===== src/design/jac_pkg.sv =====
package jac_pkg;

    localparam int SAMPLE_BITS_DEF = 12;

    localparam int PCT_W     = 8;
    localparam int DIR_W     = 4;
    localparam int LVL_W     = 2;
    localparam int THR_W     = 7;
    localparam int CFG_IDX_W = 3;
    localparam int OUT_W     = 2 * PCT_W + DIR_W + 2 * LVL_W;

    localparam int PCT_FULL  = 100;
    localparam int QUO_BITS  = 7;
    localparam int DIV_LAT   = QUO_BITS + 4;
    localparam int FIFO_DEPTH = 16;

    localparam logic [THR_W-1:0] DIR_THR_RST  = THR_W'(30);
    localparam logic [THR_W-1:0] LOW_THR_RST  = THR_W'(2);
    localparam logic [THR_W-1:0] HIGH_THR_RST = THR_W'(90);

    typedef enum logic [CFG_IDX_W-1:0] {
        CFG_CENTER   = 3'd0,
        CFG_MIN      = 3'd1,
        CFG_MAX      = 3'd2,
        CFG_DIR_THR  = 3'd3,
        CFG_LOW_THR  = 3'd4,
        CFG_HIGH_THR = 3'd5
    } jac_cfg_idx_t;

    typedef enum logic [DIR_W-1:0] {
        DIR_CENTER    = 4'd0,
        DIR_UP        = 4'd1,
        DIR_DOWN      = 4'd2,
        DIR_LEFT      = 4'd3,
        DIR_RIGHT     = 4'd4,
        DIR_UPLEFT    = 4'd5,
        DIR_UPRIGHT   = 4'd6,
        DIR_DOWNLEFT  = 4'd7,
        DIR_DOWNRIGHT = 4'd8
    } jac_dir_t;

    typedef enum logic [LVL_W-1:0] {
        LVL_NONE = 2'd0,
        LVL_LOW  = 2'd1,
        LVL_HIGH = 2'd2
    } jac_lvl_t;

    typedef struct packed {
        logic signed [PCT_W-1:0] y;
        logic signed [PCT_W-1:0] x;
    } jac_pct_t;

    typedef struct packed {
        logic [THR_W-1:0] dir;
        logic [THR_W-1:0] low;
        logic [THR_W-1:0] high;
    } jac_thr_t;

    typedef struct packed {
        logic full;
        logic empty;
    } jac_fifo_st_t;

endpackage


===== src/design/joystick_axis_classifier_core.sv =====
// channel | ports                        | word
// --------+------------------------------+----------------------------------------------
// in      | s_tvalid s_tready s_tdata    | x_sample, y_sample
// out     | m_tvalid m_tready m_tdata    | x_percent, y_percent, stick_direction,
//         |                              | x_strength, y_strength
// cfg     | cfg_valid cfg_ready          | cfg_index, cfg_data (always ready)
//
// One word per cycle sustained while the output drains; each axis runs its own
// 11-stage pipelined divider (seven quotient-bit stages), then a 16-entry queue and
// an output register.
// Synchronous active-low reset empties pipeline, queue and output and restores the
// calibration defaults.
// s_tready drops while 16 words are in flight or queued, so a stalled output backs up
// the input before the queue can overflow.
module joystick_axis_classifier_core
    import jac_pkg::*;
#(
    parameter int SAMPLE_BITS = SAMPLE_BITS_DEF
) (
    input  logic                   aclk,
    input  logic                   aresetn,
    input  logic                   s_tvalid,
    output logic                   s_tready,
    input  logic [((2 * SAMPLE_BITS + 7) / 8) * 8 - 1:0] s_tdata,   // x_sample, y_sample
    output logic                   m_tvalid,
    input  logic                   m_tready,
    output logic [OUT_W-1:0]       m_tdata,   // x_percent, y_percent, stick_direction,
                                              // x_strength, y_strength
    input  logic                   cfg_valid,
    output logic                   cfg_ready,
    input  logic [CFG_IDX_W-1:0]   cfg_index,
    input  logic [SAMPLE_BITS-1:0] cfg_data
);

    logic [SAMPLE_BITS-1:0] center_reg, min_reg, max_reg;
    jac_thr_t               thr_reg;
    logic                   pop;
    logic                   fr_valid;
    jac_pct_t               fr_word;
    jac_pct_t               q_word;
    jac_fifo_st_t           q_st;

    assign cfg_ready = 1'b1;

    always_ff @(posedge aclk) begin
        if (!aresetn) begin
            center_reg   <= SAMPLE_BITS'(1) << (SAMPLE_BITS - 1);
            min_reg      <= '0;
            max_reg      <= '1;
            thr_reg.dir  <= DIR_THR_RST;
            thr_reg.low  <= LOW_THR_RST;
            thr_reg.high <= HIGH_THR_RST;
        end else if (cfg_valid && cfg_ready) begin
            case (cfg_index)
                CFG_CENTER:   center_reg   <= cfg_data;
                CFG_MIN:      min_reg      <= cfg_data;
                CFG_MAX:      max_reg      <= cfg_data;
                CFG_DIR_THR:  thr_reg.dir  <= cfg_data[THR_W-1:0];
                CFG_LOW_THR:  thr_reg.low  <= cfg_data[THR_W-1:0];
                CFG_HIGH_THR: thr_reg.high <= cfg_data[THR_W-1:0];
                default: ;
            endcase
        end
    end

    jac_front #(.SAMPLE_BITS(SAMPLE_BITS)) u_front (
        .aclk     (aclk),
        .aresetn  (aresetn),
        .in_valid (s_tvalid),
        .in_ready (s_tready),
        .x_sample (s_tdata[SAMPLE_BITS-1:0]),
        .y_sample (s_tdata[2*SAMPLE_BITS-1:SAMPLE_BITS]),
        .center   (center_reg),
        .cal_min  (min_reg),
        .cal_max  (max_reg),
        .pop      (pop),
        .fr_valid (fr_valid),
        .fr_word  (fr_word)
    );

    jac_fifo u_fifo (
        .aclk    (aclk),
        .aresetn (aresetn),
        .push    (fr_valid),
        .wr_word (fr_word),
        .pop     (pop),
        .rd_word (q_word),
        .status  (q_st)
    );

    jac_back u_back (
        .aclk     (aclk),
        .aresetn  (aresetn),
        .q_valid  (!q_st.empty),
        .q_word   (q_word),
        .thr      (thr_reg),
        .pop      (pop),
        .m_tvalid (m_tvalid),
        .m_tready (m_tready),
        .m_tdata  (m_tdata)
    );

    a_no_overflow: assert property (@(posedge aclk) disable iff (!aresetn)
        fr_valid |-> !q_st.full)
        else $error("queue overflow");

    a_no_underflow: assert property (@(posedge aclk) disable iff (!aresetn)
        pop |-> !q_st.empty)
        else $error("queue underflow");

    a_x_range: assert property (@(posedge aclk) disable iff (!aresetn)
        m_tvalid |-> ($signed(m_tdata[PCT_W-1:0]) <= PCT_W'(PCT_FULL)
                      && $signed(m_tdata[PCT_W-1:0]) >= -PCT_W'(PCT_FULL)))
        else $error("x percent out of range");

    a_center: assert property (@(posedge aclk) disable iff (!aresetn)
        (m_tvalid && m_tdata[2*PCT_W-1:0] == '0)
            |-> m_tdata[2*PCT_W+DIR_W-1:2*PCT_W] == DIR_CENTER)
        else $error("neutral stick not classified as center");

endmodule


===== src/design/jac_div.sv =====
module jac_div
    import jac_pkg::*;
#(
    parameter int SAMPLE_BITS = SAMPLE_BITS_DEF
) (
    input  logic                   aclk,
    input  logic [SAMPLE_BITS-1:0] sample,
    input  logic [SAMPLE_BITS-1:0] center,
    input  logic [SAMPLE_BITS-1:0] cal_min,
    input  logic [SAMPLE_BITS-1:0] cal_max,
    output logic signed [PCT_W-1:0] percent
);

    localparam int NW = SAMPLE_BITS + QUO_BITS;

    logic                   lt;
    logic [SAMPLE_BITS-1:0] a_next;
    logic [SAMPLE_BITS:0]   den;
    logic [SAMPLE_BITS:0]   den_abs;
    logic                   den_neg;

    logic [SAMPLE_BITS-1:0] a_reg;
    logic [SAMPLE_BITS-1:0] d1_reg;
    logic                   neg1_reg;

    logic [NW-1:0]          num_reg;
    logic [SAMPLE_BITS-1:0] d2_reg;
    logic                   neg2_reg;

    logic [NW-1:0]          rem_reg [QUO_BITS+1];
    logic [QUO_BITS-1:0]    q_reg   [QUO_BITS+1];
    logic [SAMPLE_BITS-1:0] d_reg   [QUO_BITS+1];
    logic                   ovf_reg [QUO_BITS+1];
    logic                   neg_reg [QUO_BITS+1];

    logic [QUO_BITS-1:0]    mag;
    logic [PCT_W-1:0]       pct_next;
    logic [PCT_W-1:0]       percent_reg;

    always_comb begin
        lt      = sample < center;
        a_next  = lt ? center - sample : sample - center;
        den     = lt ? {1'b0, center} - {1'b0, cal_min} : {1'b0, cal_max} - {1'b0, center};
        den_neg = den[SAMPLE_BITS];
        den_abs = den_neg ? -den : den;
    end

    // zero offset: force a nonzero divisor so the quotient is plainly zero
    always_ff @(posedge aclk) begin
        a_reg    <= a_next;
        d1_reg   <= (a_next == '0) ? SAMPLE_BITS'(1) : den_abs[SAMPLE_BITS-1:0];
        neg1_reg <= lt ^ den_neg;
    end

    always_ff @(posedge aclk) begin
        num_reg  <= NW'(a_reg) * NW'(PCT_FULL);
        d2_reg   <= d1_reg;
        neg2_reg <= neg1_reg;
    end

    // quotient of 128 or more (also zero divisor) saturates
    always_ff @(posedge aclk) begin
        rem_reg[0] <= num_reg;
        q_reg[0]   <= '0;
        d_reg[0]   <= d2_reg;
        ovf_reg[0] <= num_reg >= (NW'(d2_reg) << QUO_BITS);
        neg_reg[0] <= neg2_reg;
    end

    for (genvar k = 0; k < QUO_BITS; k++) begin : g_step
        localparam int B = QUO_BITS - 1 - k;
        logic [NW-1:0] dsh;
        logic          take;

        always_comb begin
            dsh  = NW'(d_reg[k]) << B;
            take = rem_reg[k] >= dsh;
        end

        always_ff @(posedge aclk) begin
            rem_reg[k+1] <= take ? rem_reg[k] - dsh : rem_reg[k];
            q_reg[k+1]   <= q_reg[k] | (take ? QUO_BITS'(1) << B : '0);
            d_reg[k+1]   <= d_reg[k];
            ovf_reg[k+1] <= ovf_reg[k];
            neg_reg[k+1] <= neg_reg[k];
        end
    end

    always_comb begin
        if (ovf_reg[QUO_BITS] || q_reg[QUO_BITS] > QUO_BITS'(PCT_FULL)) begin
            mag = QUO_BITS'(PCT_FULL);
        end else begin
            mag = q_reg[QUO_BITS];
        end
        pct_next = neg_reg[QUO_BITS] ? -PCT_W'(mag) : PCT_W'(mag);
    end

    always_ff @(posedge aclk) begin
        percent_reg <= pct_next;
    end

    assign percent = percent_reg;

endmodule


===== src/design/jac_front.sv =====
module jac_front
    import jac_pkg::*;
#(
    parameter int SAMPLE_BITS = SAMPLE_BITS_DEF
) (
    input  logic                     aclk,
    input  logic                     aresetn,
    input  logic                     in_valid,
    output logic                     in_ready,
    input  logic [SAMPLE_BITS-1:0]   x_sample,
    input  logic [SAMPLE_BITS-1:0]   y_sample,
    input  logic [SAMPLE_BITS-1:0]   center,
    input  logic [SAMPLE_BITS-1:0]   cal_min,
    input  logic [SAMPLE_BITS-1:0]   cal_max,
    input  logic                     pop,
    output logic                     fr_valid,
    output jac_pct_t                 fr_word
);

    localparam int CNT_W = $clog2(FIFO_DEPTH + 1);

    logic [CNT_W-1:0]   credit_reg;
    logic [CNT_W-1:0]   credit_next;
    logic [DIV_LAT-1:0] vld_reg;
    logic [DIV_LAT-1:0] vld_next;
    logic               take;

    // words in flight or queued never exceed the queue depth
    assign in_ready = credit_reg < CNT_W'(FIFO_DEPTH);
    assign take     = in_valid && in_ready;

    always_comb begin
        credit_next = credit_reg + CNT_W'(take) - CNT_W'(pop);
        vld_next    = {vld_reg[DIV_LAT-2:0], take};
    end

    always_ff @(posedge aclk) begin
        if (!aresetn) begin
            credit_reg <= '0;
            vld_reg    <= '0;
        end else begin
            credit_reg <= credit_next;
            vld_reg    <= vld_next;
        end
    end

    jac_div #(.SAMPLE_BITS(SAMPLE_BITS)) u_div_x (
        .aclk    (aclk),
        .sample  (x_sample),
        .center  (center),
        .cal_min (cal_min),
        .cal_max (cal_max),
        .percent (fr_word.x)
    );

    jac_div #(.SAMPLE_BITS(SAMPLE_BITS)) u_div_y (
        .aclk    (aclk),
        .sample  (y_sample),
        .center  (center),
        .cal_min (cal_min),
        .cal_max (cal_max),
        .percent (fr_word.y)
    );

    assign fr_valid = vld_reg[DIV_LAT-1];

endmodule


===== src/design/jac_fifo.sv =====
module jac_fifo
    import jac_pkg::*;
(
    input  logic         aclk,
    input  logic         aresetn,
    input  logic         push,
    input  jac_pct_t     wr_word,
    input  logic         pop,
    output jac_pct_t     rd_word,
    output jac_fifo_st_t status
);

    localparam int PTR_W = $clog2(FIFO_DEPTH);

    jac_pct_t         mem [FIFO_DEPTH];
    logic [PTR_W-1:0] wr_ptr_reg;
    logic [PTR_W-1:0] rd_ptr_reg;
    logic [PTR_W:0]   cnt_reg;
    logic [PTR_W-1:0] wr_ptr_next;
    logic [PTR_W-1:0] rd_ptr_next;
    logic [PTR_W:0]   cnt_next;

    always_comb begin
        wr_ptr_next = wr_ptr_reg + PTR_W'(push);
        rd_ptr_next = rd_ptr_reg + PTR_W'(pop);
        cnt_next    = cnt_reg + (PTR_W+1)'(push) - (PTR_W+1)'(pop);
    end

    always_ff @(posedge aclk) begin
        if (!aresetn) begin
            wr_ptr_reg <= '0;
            rd_ptr_reg <= '0;
            cnt_reg    <= '0;
        end else begin
            wr_ptr_reg <= wr_ptr_next;
            rd_ptr_reg <= rd_ptr_next;
            cnt_reg    <= cnt_next;
        end
    end

    always_ff @(posedge aclk) begin
        if (push) begin
            mem[wr_ptr_reg] <= wr_word;
        end
    end

    assign rd_word      = mem[rd_ptr_reg];
    assign status.full  = cnt_reg == (PTR_W+1)'(FIFO_DEPTH);
    assign status.empty = cnt_reg == '0;

endmodule


===== src/design/jac_back.sv =====
module jac_back
    import jac_pkg::*;
(
    input  logic             aclk,
    input  logic             aresetn,
    input  logic             q_valid,
    input  jac_pct_t         q_word,
    input  jac_thr_t         thr,
    output logic             pop,
    output logic             m_tvalid,
    input  logic             m_tready,
    output logic [OUT_W-1:0] m_tdata
);

    function automatic jac_lvl_t level_of(input logic signed [PCT_W-1:0] p,
                                          input logic [THR_W-1:0] lo,
                                          input logic [THR_W-1:0] hi);
        logic [PCT_W-1:0] m;
        m = p[PCT_W-1] ? -p : p;
        if (m > PCT_W'(hi)) begin
            return LVL_HIGH;
        end else if (m > PCT_W'(lo)) begin
            return LVL_LOW;
        end
        return LVL_NONE;
    endfunction

    logic signed [PCT_W:0] xs, ys, t;
    logic                  up, down, left, right;
    jac_dir_t              dir;
    jac_lvl_t              x_lvl, y_lvl;
    logic                  m_tvalid_reg, m_tvalid_next;
    logic [OUT_W-1:0]      m_tdata_reg, m_tdata_next;

    always_comb begin
        xs    = {q_word.x[PCT_W-1], q_word.x};
        ys    = {q_word.y[PCT_W-1], q_word.y};
        t     = (PCT_W+1)'(thr.dir);
        up    = ys > t;
        down  = ys < -t;
        left  = xs < -t;
        right = xs > t;
        if (up && left) begin
            dir = DIR_UPLEFT;
        end else if (up && right) begin
            dir = DIR_UPRIGHT;
        end else if (down && left) begin
            dir = DIR_DOWNLEFT;
        end else if (down && right) begin
            dir = DIR_DOWNRIGHT;
        end else if (up) begin
            dir = DIR_UP;
        end else if (down) begin
            dir = DIR_DOWN;
        end else if (left) begin
            dir = DIR_LEFT;
        end else if (right) begin
            dir = DIR_RIGHT;
        end else begin
            dir = DIR_CENTER;
        end
        x_lvl = level_of(q_word.x, thr.low, thr.high);
        y_lvl = level_of(q_word.y, thr.low, thr.high);
    end

    assign pop = q_valid && (!m_tvalid_reg || m_tready);

    always_comb begin
        m_tvalid_next = m_tvalid_reg && !m_tready;
        m_tdata_next  = m_tdata_reg;
        if (pop) begin
            m_tvalid_next = 1'b1;
            m_tdata_next  = {y_lvl, x_lvl, dir, q_word.y, q_word.x};
        end
    end

    always_ff @(posedge aclk) begin
        if (!aresetn) begin
            m_tvalid_reg <= 1'b0;
        end else begin
            m_tvalid_reg <= m_tvalid_next;
        end
    end

    always_ff @(posedge aclk) begin
        m_tdata_reg <= m_tdata_next;
    end

    assign m_tvalid = m_tvalid_reg;
    assign m_tdata  = m_tdata_reg;

endmodule


===== config.mk =====
export PLATFORM = sky130hd
export DESIGN_NAME = joystick_axis_classifier_core
export DESIGN_NICKNAME = d
export VERILOG_FILES = /design/src/design/jac_pkg.sv /design/src/design/joystick_axis_classifier_core.sv /design/src/design/jac_div.sv /design/src/design/jac_front.sv /design/src/design/jac_fifo.sv /design/src/design/jac_back.sv
export SDC_FILE = /design/constraint.sdc
export NUM_CORES = 2
export LEC_CHECK = 0
export BUFFER_PORTS_ARGS = -buffer_cell sky130_fd_sc_hd__buf_2
export CORE_MARGIN = 3
export CORE_UTILIZATION = 50
export CTS_CLUSTER_DIAMETER = 30
export DETAILED_ROUTE_END_ITERATION = 16
export HOLD_SLACK_MARGIN = 0.15
export PLACE_DENSITY = 0.73
export SLEW_MARGIN = 25
export SYNTH_ARGS = -nofsm -noshare
export SYNTH_HDL_FRONTEND = slang
export SYNTH_SLANG_ARGS = --single-unit

===== constraint.sdc =====
create_clock -name aclk -period 5.1 [get_ports aclk]
set_input_delay 0.255 -clock aclk [delete_from_list [all_inputs] [get_ports aclk]]
set_output_delay 0.255 -clock aclk [all_outputs]
set_load 0.01 [all_outputs]

== Yosys cells after proc, flatten, opt, wreduce, memory -nomap -nowiden ==
Memories as Yosys holds them, arrays and structs flattened. A register that Yosys moved wholly into a read port is not among the register bits.
Index checks and enable logic that the tools add are counted.

* Register bits after elaboration: 237
* RAM bits: 896
* Input bits: 44
* Output and inout bits: 27
* Logic and storage cells: 218
* Memories kept: 11

* Add/sub/neg operators: 33
* Multipliers: 2
* $lt $le $gt $ge: 29
* Eq/ne operators: 5
* Mux-type cells: 59
* Bitwise logic cells: 18
* Reductions and logical operators: 26

{| class="wikitable"
|+ Memory list
! memory !! words !! bits a word !! read ports !! clocked after Yosys merged registers in !! wr ports !! RTL line !! RTL
|-
| u_fifo.mem || 16 || 16 || 1 || 1 || 1 || jac_fifo.sv:15 || <nowiki>jac_pct_t mem [FIFO_DEPTH];</nowiki>
|-
| u_front.u_div_x.rem_reg || 8 || 19 || 7 || 0 || 8 || jac_div.sv:30 || <nowiki>logic [NW-1:0] rem_reg [QUO_BITS+1];</nowiki>
|-
| u_front.u_div_y.rem_reg || 8 || 19 || 7 || 0 || 8 || jac_div.sv:30 ||
|-
| u_front.u_div_x.d_reg || 8 || 12 || 7 || 0 || 8 || jac_div.sv:32 || <nowiki>logic [SAMPLE_BITS-1:0] d_reg [QUO_BITS+1];</nowiki>
|-
| u_front.u_div_y.d_reg || 8 || 12 || 7 || 0 || 8 || jac_div.sv:32 ||
|-
| u_front.u_div_x.q_reg || 8 || 7 || 8 || 0 || 8 || jac_div.sv:31 || <nowiki>logic [QUO_BITS-1:0] q_reg [QUO_BITS+1];</nowiki>
|-
| 5 more memories || -- || -- || -- || -- || -- || -- ||
|}

{| class="wikitable"
|+ Operator list
! cell !! number
|-
| 19-bit 2-to-1 mux || 14
|-
| 12-bit 2-to-1 mux || 4
|-
| 12-bit subtractor || 4
|-
| 7-bit 2-to-1 mux || 6
|-
| 19-bit by 12-bit greater-or-equal comparator with 1-bit output || 2
|-
| 19-bit by 13-bit greater-or-equal comparator with 1-bit output || 2
|-
| 19-bit by 14-bit greater-or-equal comparator with 1-bit output || 2
|-
| 19-bit by 15-bit greater-or-equal comparator with 1-bit output || 2
|-
| 19-bit by 16-bit greater-or-equal comparator with 1-bit output || 2
|-
| 19-bit by 17-bit greater-or-equal comparator with 1-bit output || 2
|-
| 19-bit by 18-bit greater-or-equal comparator with 1-bit output || 2
|-
| 19-bit greater-or-equal comparator || 2
|-
| 19-bit by 12-bit subtractor with 19-bit output || 2
|-
| 19-bit by 13-bit subtractor with 19-bit output || 2
|-
| 19-bit by 14-bit subtractor with 19-bit output || 2
|-
| 19-bit by 15-bit subtractor with 19-bit output || 2
|-
| 19-bit by 16-bit subtractor with 19-bit output || 2
|-
| 19-bit by 17-bit subtractor with 19-bit output || 2
|-
| 19-bit by 18-bit subtractor with 19-bit output || 2
|-
| 12-bit by 5-bit multiplier with 17-bit output (second input constant) || 2
|-
| 8-bit by 7-bit greater-than comparator with 1-bit output || 4
|-
| 4-bit 2-to-1 mux || 7
|-
| 7-bit bitwise OR || 4
|-
| 13-bit 2-to-1 mux || 2
|-
| 38 further kinds || 95
|}

== Logic depth before layout (Yosys ltp) ==
* Depth in word-level cells: 8
* Depth in mapped cells: 19
* Depth with buffers taken out: 16

== Cells and area by module ==
From an unflattened synthesis, not the netlist that was laid out.

* Cells, all modules: 4308
* Area total of the unflattened synthesis: 46857.4 um^2

{| class="wikitable"
|+ By module, submodules not included
! module !! instances !! cells each !! area each (um^2) !! sequential area each (um^2)
|-
| jac_div (u_front.u_div_y) || 1 || 1636 || 15578.7 || 6226.0
|-
| jac_div (u_front.u_div_x) || 1 || 1652 || 15386.0 || 6226.0
|-
| jac_fifo || 1 || 481 || 10477.5 || 7947.6
|-
| jac_back || 1 || 259 || 2543.7 || 740.7
|-
| joystick_axis_classifier_core || 1 || 220 || 2260.9 || 1141.1
|-
| jac_front || 1 || 60 || 610.6 || 320.3
|}

== Least setup slack after synthesis ==
OpenSTA, ideal clock, no wires.

* Path kind: reg-to-reg
* From: register, netlist name u_fifo.rd_ptr_reg[0]
* To: register u_back.m_tdata_reg[22] (netlist: u_back.m_tdata[22]), data pin
* Library setup time: 0.157 ns
* Arrival time: 4.217 ns
* Required time: 4.943 ns
* Path slack: 0.726 ns
* Stages on the path, launching flop included: 19
* Buffers on the path: 5
* Period minus slack after synthesis: 4.374 ns
* Cells stage by stage: dfxtp_1 buf_4 buf_4 buf_4 buf_2 mux4_2 mux4_2 buf_2 o21ai_0 ha_1 nor2b_1 o21a_1 o21a_1 o21a_1 o21a_1 o21a_1 o22ai_1 o41ai_2 nor3_1

{| class="wikitable"
|+ RTL lines
! item !! RTL line !! RTL
|-
| end signal, assigned || jac_back.sv:86 || <nowiki>m_tdata_reg <= m_tdata_next;</nowiki>
|-
| end, declared || jac_back.sv:33 || <nowiki>logic [OUT_W-1:0] m_tdata_reg, m_tdata_next;</nowiki>
|}

==> flow_summary.yaml <==
outcome:
  outcome: "completed"
logic_synthesis:
  synth_seq_area_share: 0.494
  ys_ff_latch: 989
  synth-edff-count: 280
  ys_types: 95
  yosys_most_used_dff: "dfxtp_1"
  yosysTopAreaCell: "dfxtp_1"
  synth_top_area_frac: 0.310
  synth_area_sq_um: 45700
  ys_top_cells_by_area: "dfxtp_1 (31%), edfxtp_1 (18%), ha_1 (12%)"
  syn_nets: 4652
  syn_area_per_cell_sq_um: 11.0
  ys_warn_count: 0
  async_reset_ff_frac: 0
  syn_inst: 4152
global_routing:
  antenna_found_initial: 0
  overflow: 0
  first_global_vias: 31600
  grt_start_max_net_pins: 88
  grt_util_all_layers: 0.215
  grt_pass1_wl_um: 163000
floorplanning:
  io_pins: 71
  start_util: 0.506
  design.core.area_sq_um: 90300
  die_w_um: 308
  rows: 110
  dieHeight_um: 308
  die_area_sq_um: 95100
detailed_routing:
  drtIter0Drc: 1954
  detail_route.wl_per_cell_um: 17.7
  ant_nets: 0
  routed_wl_um: 101000
  vias: 31100
  drc_errors: 0
  avgViaCountPerCell: 5.45
  first_pass_iters: 6
sta:
  setup_viol: 0
  maxSlewHeadroom: 0.326
  hold-worst-slack_ns: 0.188
  rsz0062_at_grt: "false"
  slew_violations: 0
  hold_viol_final: 0
  fmax_ghz: 0.219
  setup_tns_ns: 0
  finalCritPeriodShare: 0.897
  tightestPinTransition_ns: 0.998
  final.min_clock_period_ns: 4.58
  skew_ns: 0.0330
placement:
  port_buffers: 69
  gp_congestion: 0.890
  dp_hpwl_um: 70700
flow_run:
  drv_cap: 0
worst_setup_path:
  rr_endpoint: "u_back.m_tdata[22]"
  r2r_slack_ns: 0.52
  worstReg2RegStart: "u_fifo.rd_ptr_reg[0]"
  crit_path_end: "u_back.m_tdata[22]"
  crit_path_end_kind: "flop"
  crit_path_start_kind: "flop"
  crit_required_ns: 5.69
  critPathKind: "reg2reg"
  crit_arrival_ns: 5.16
  critPathMaxFanout: 25
  startpoint: "u_fifo.rd_ptr_reg[0]"
  worstRegToRegCells: 14
clock_tree:
  cts.sinks: 989
  post_cts_buffers: 0
  cts_made_buffers: 164
  ctsRootBufferMaster: "clkbuf_16"
  clk_latency_ns: 0.76
  cts.path.max_buffers: 3
  cts_max_level: 4
  cts_resized: 0
  cts_hold_buffers: 42
  cts_tree: "yes"
  clk_pin_slew_ns: 0.06
power_and_ir_drop:
  leakage_nw: 22.9
  irDropWorstVdd_v: 0.000444
  power.density_nw_per_um2: 727
cells_and_area:
  insertedDiodeCount: 0
  area_growth_pct: 17.9
  drive_above_1_share: 0.142
  utilization: 0.597
  largest_reg_flops: 256
  nets: 4881
worst_hold_path:
  hold_path_depth: 4
  holdCritPathClass: "in2reg"
[synthesized netlist by cell type, types with 60 or more instances]
master      n
edfxtp_1  280
xnor2_1   146
nor2b_1    69
mux4_2     80
nand3_1    81
nor3_1     67
nand2_1   266
nor2_1    221
xor2_1     71
ha_1      422
a21boi_0   60
o21a_1     73
mux2_2     86
o21ai_0   154
dfxtp_1   709
a21oi_1   185
inv_1     454
[cell type report]
cell class / count / area, sq um
fillers: 7165 / 36400
flip-flops and latches: 989 / 22600
multi-input cells: 2620 / 21100
clock buffers: 199 / 4530
inverters: 456 / 1710
well taps: 1176 / 1470
clock inverters: 108 / 1460
repair buffers: 150 / 1060
[layer usage]
metal	global-route usage	share of wire	up-vias
met5	0	0	-
met4	0.0873	0.033	0
met3	0.0370	0.057	235
met2	0.371	0.49	950
met1	0.267	0.42	14700
li1	-	-	15200
[worst min path at each step]
stage	start	slack [ns]	to
2_1_floorplan	u_front.u_div_x.d1_reg[0]	0.31	u_front.u_div_x.d2_reg[0]
3_3_place_gp	u_front.u_div_y.q_reg[0][26]	0.31	u_front.u_div_y.q_reg[1][5]
3_5_place_dp	u_front.u_div_x.d1_reg[10]	0.31	u_front.u_div_x.d2_reg[10]
4_1_cts	s_tdata[22]	0.16	u_front.u_div_y.a_reg[11]
5_1_grt	s_tdata[22]	0.21	u_front.u_div_y.a_reg[11]
6_report	s_tdata[22]	0.19	u_front.u_div_y.a_reg[11]
[placed cells by master, fill, tap and decap left out, drive strengths merged, types with 71 or more instances in the layout]
cell type	count
dfxtp	709
clkbuf	199
xnor2	146
o21a	73
nand3	81
ha	422
a21oi	186
buf	108
nand2	267
mux2	86
edfxtp	280
mux4	80
xor2	71
inv	483
nor2	232
o21ai	157
[power by group]
part | total, mW | switching, mW | internal, mW
logic | 15.2 | 8.01 | 7.24
clock network | 11.5 | 4.02 | 7.49
registers | 12.5 | 1.61 | 10.9
total | 39.2 | 13.6 | 25.6
[worst max-delay path, stage by stage, from the launching register on]
cell	delay, ns
dfxtp_4	0.54
buf_4	0.51
mux4_2	0.58
mux4_2	0.65
o21ai_0	0.38
ha_1	0.32
nor2b_1	0.14
o21a_1	0.17
o21a_1	0.16
o21a_1	0.16
o21a_1	0.16
o21a_1	0.16
o22ai_1	0.16
o41ai_2	0.12
nor3_1	0.19
[metrics by stage]
step	total power [mW]	instance area [sq um]	setup slack [ns]	instances
6_report	39.2	53900	0.524	5698
4_1_cts	39.4	53900	0.514	5698
3_5_place_dp	27.6	47500	0.559	5349
5_1_grt	42.0	53900	0.207	5698
3_3_place_gp	27.2	47500	0.635	5349
2_1_floorplan	24.0	45700	0.726	4152
[kinds of logic (layout without fill, tap and decap cells)]
family	after synthesis	in the layout	synth area share
other	1	1	0.0000820
and+or+nand+nor	976	976	0.106
muxes	218	218	0.0720
DFF	989	989	0.494
AOI/OAI and AO/OA	752	752	0.109
buffers and inverters	543	913	0.0460
adders and majority gates	456	456	0.130
xor gates and xnor gates	217	217	0.0416
(Power assumes the default switching activity.)
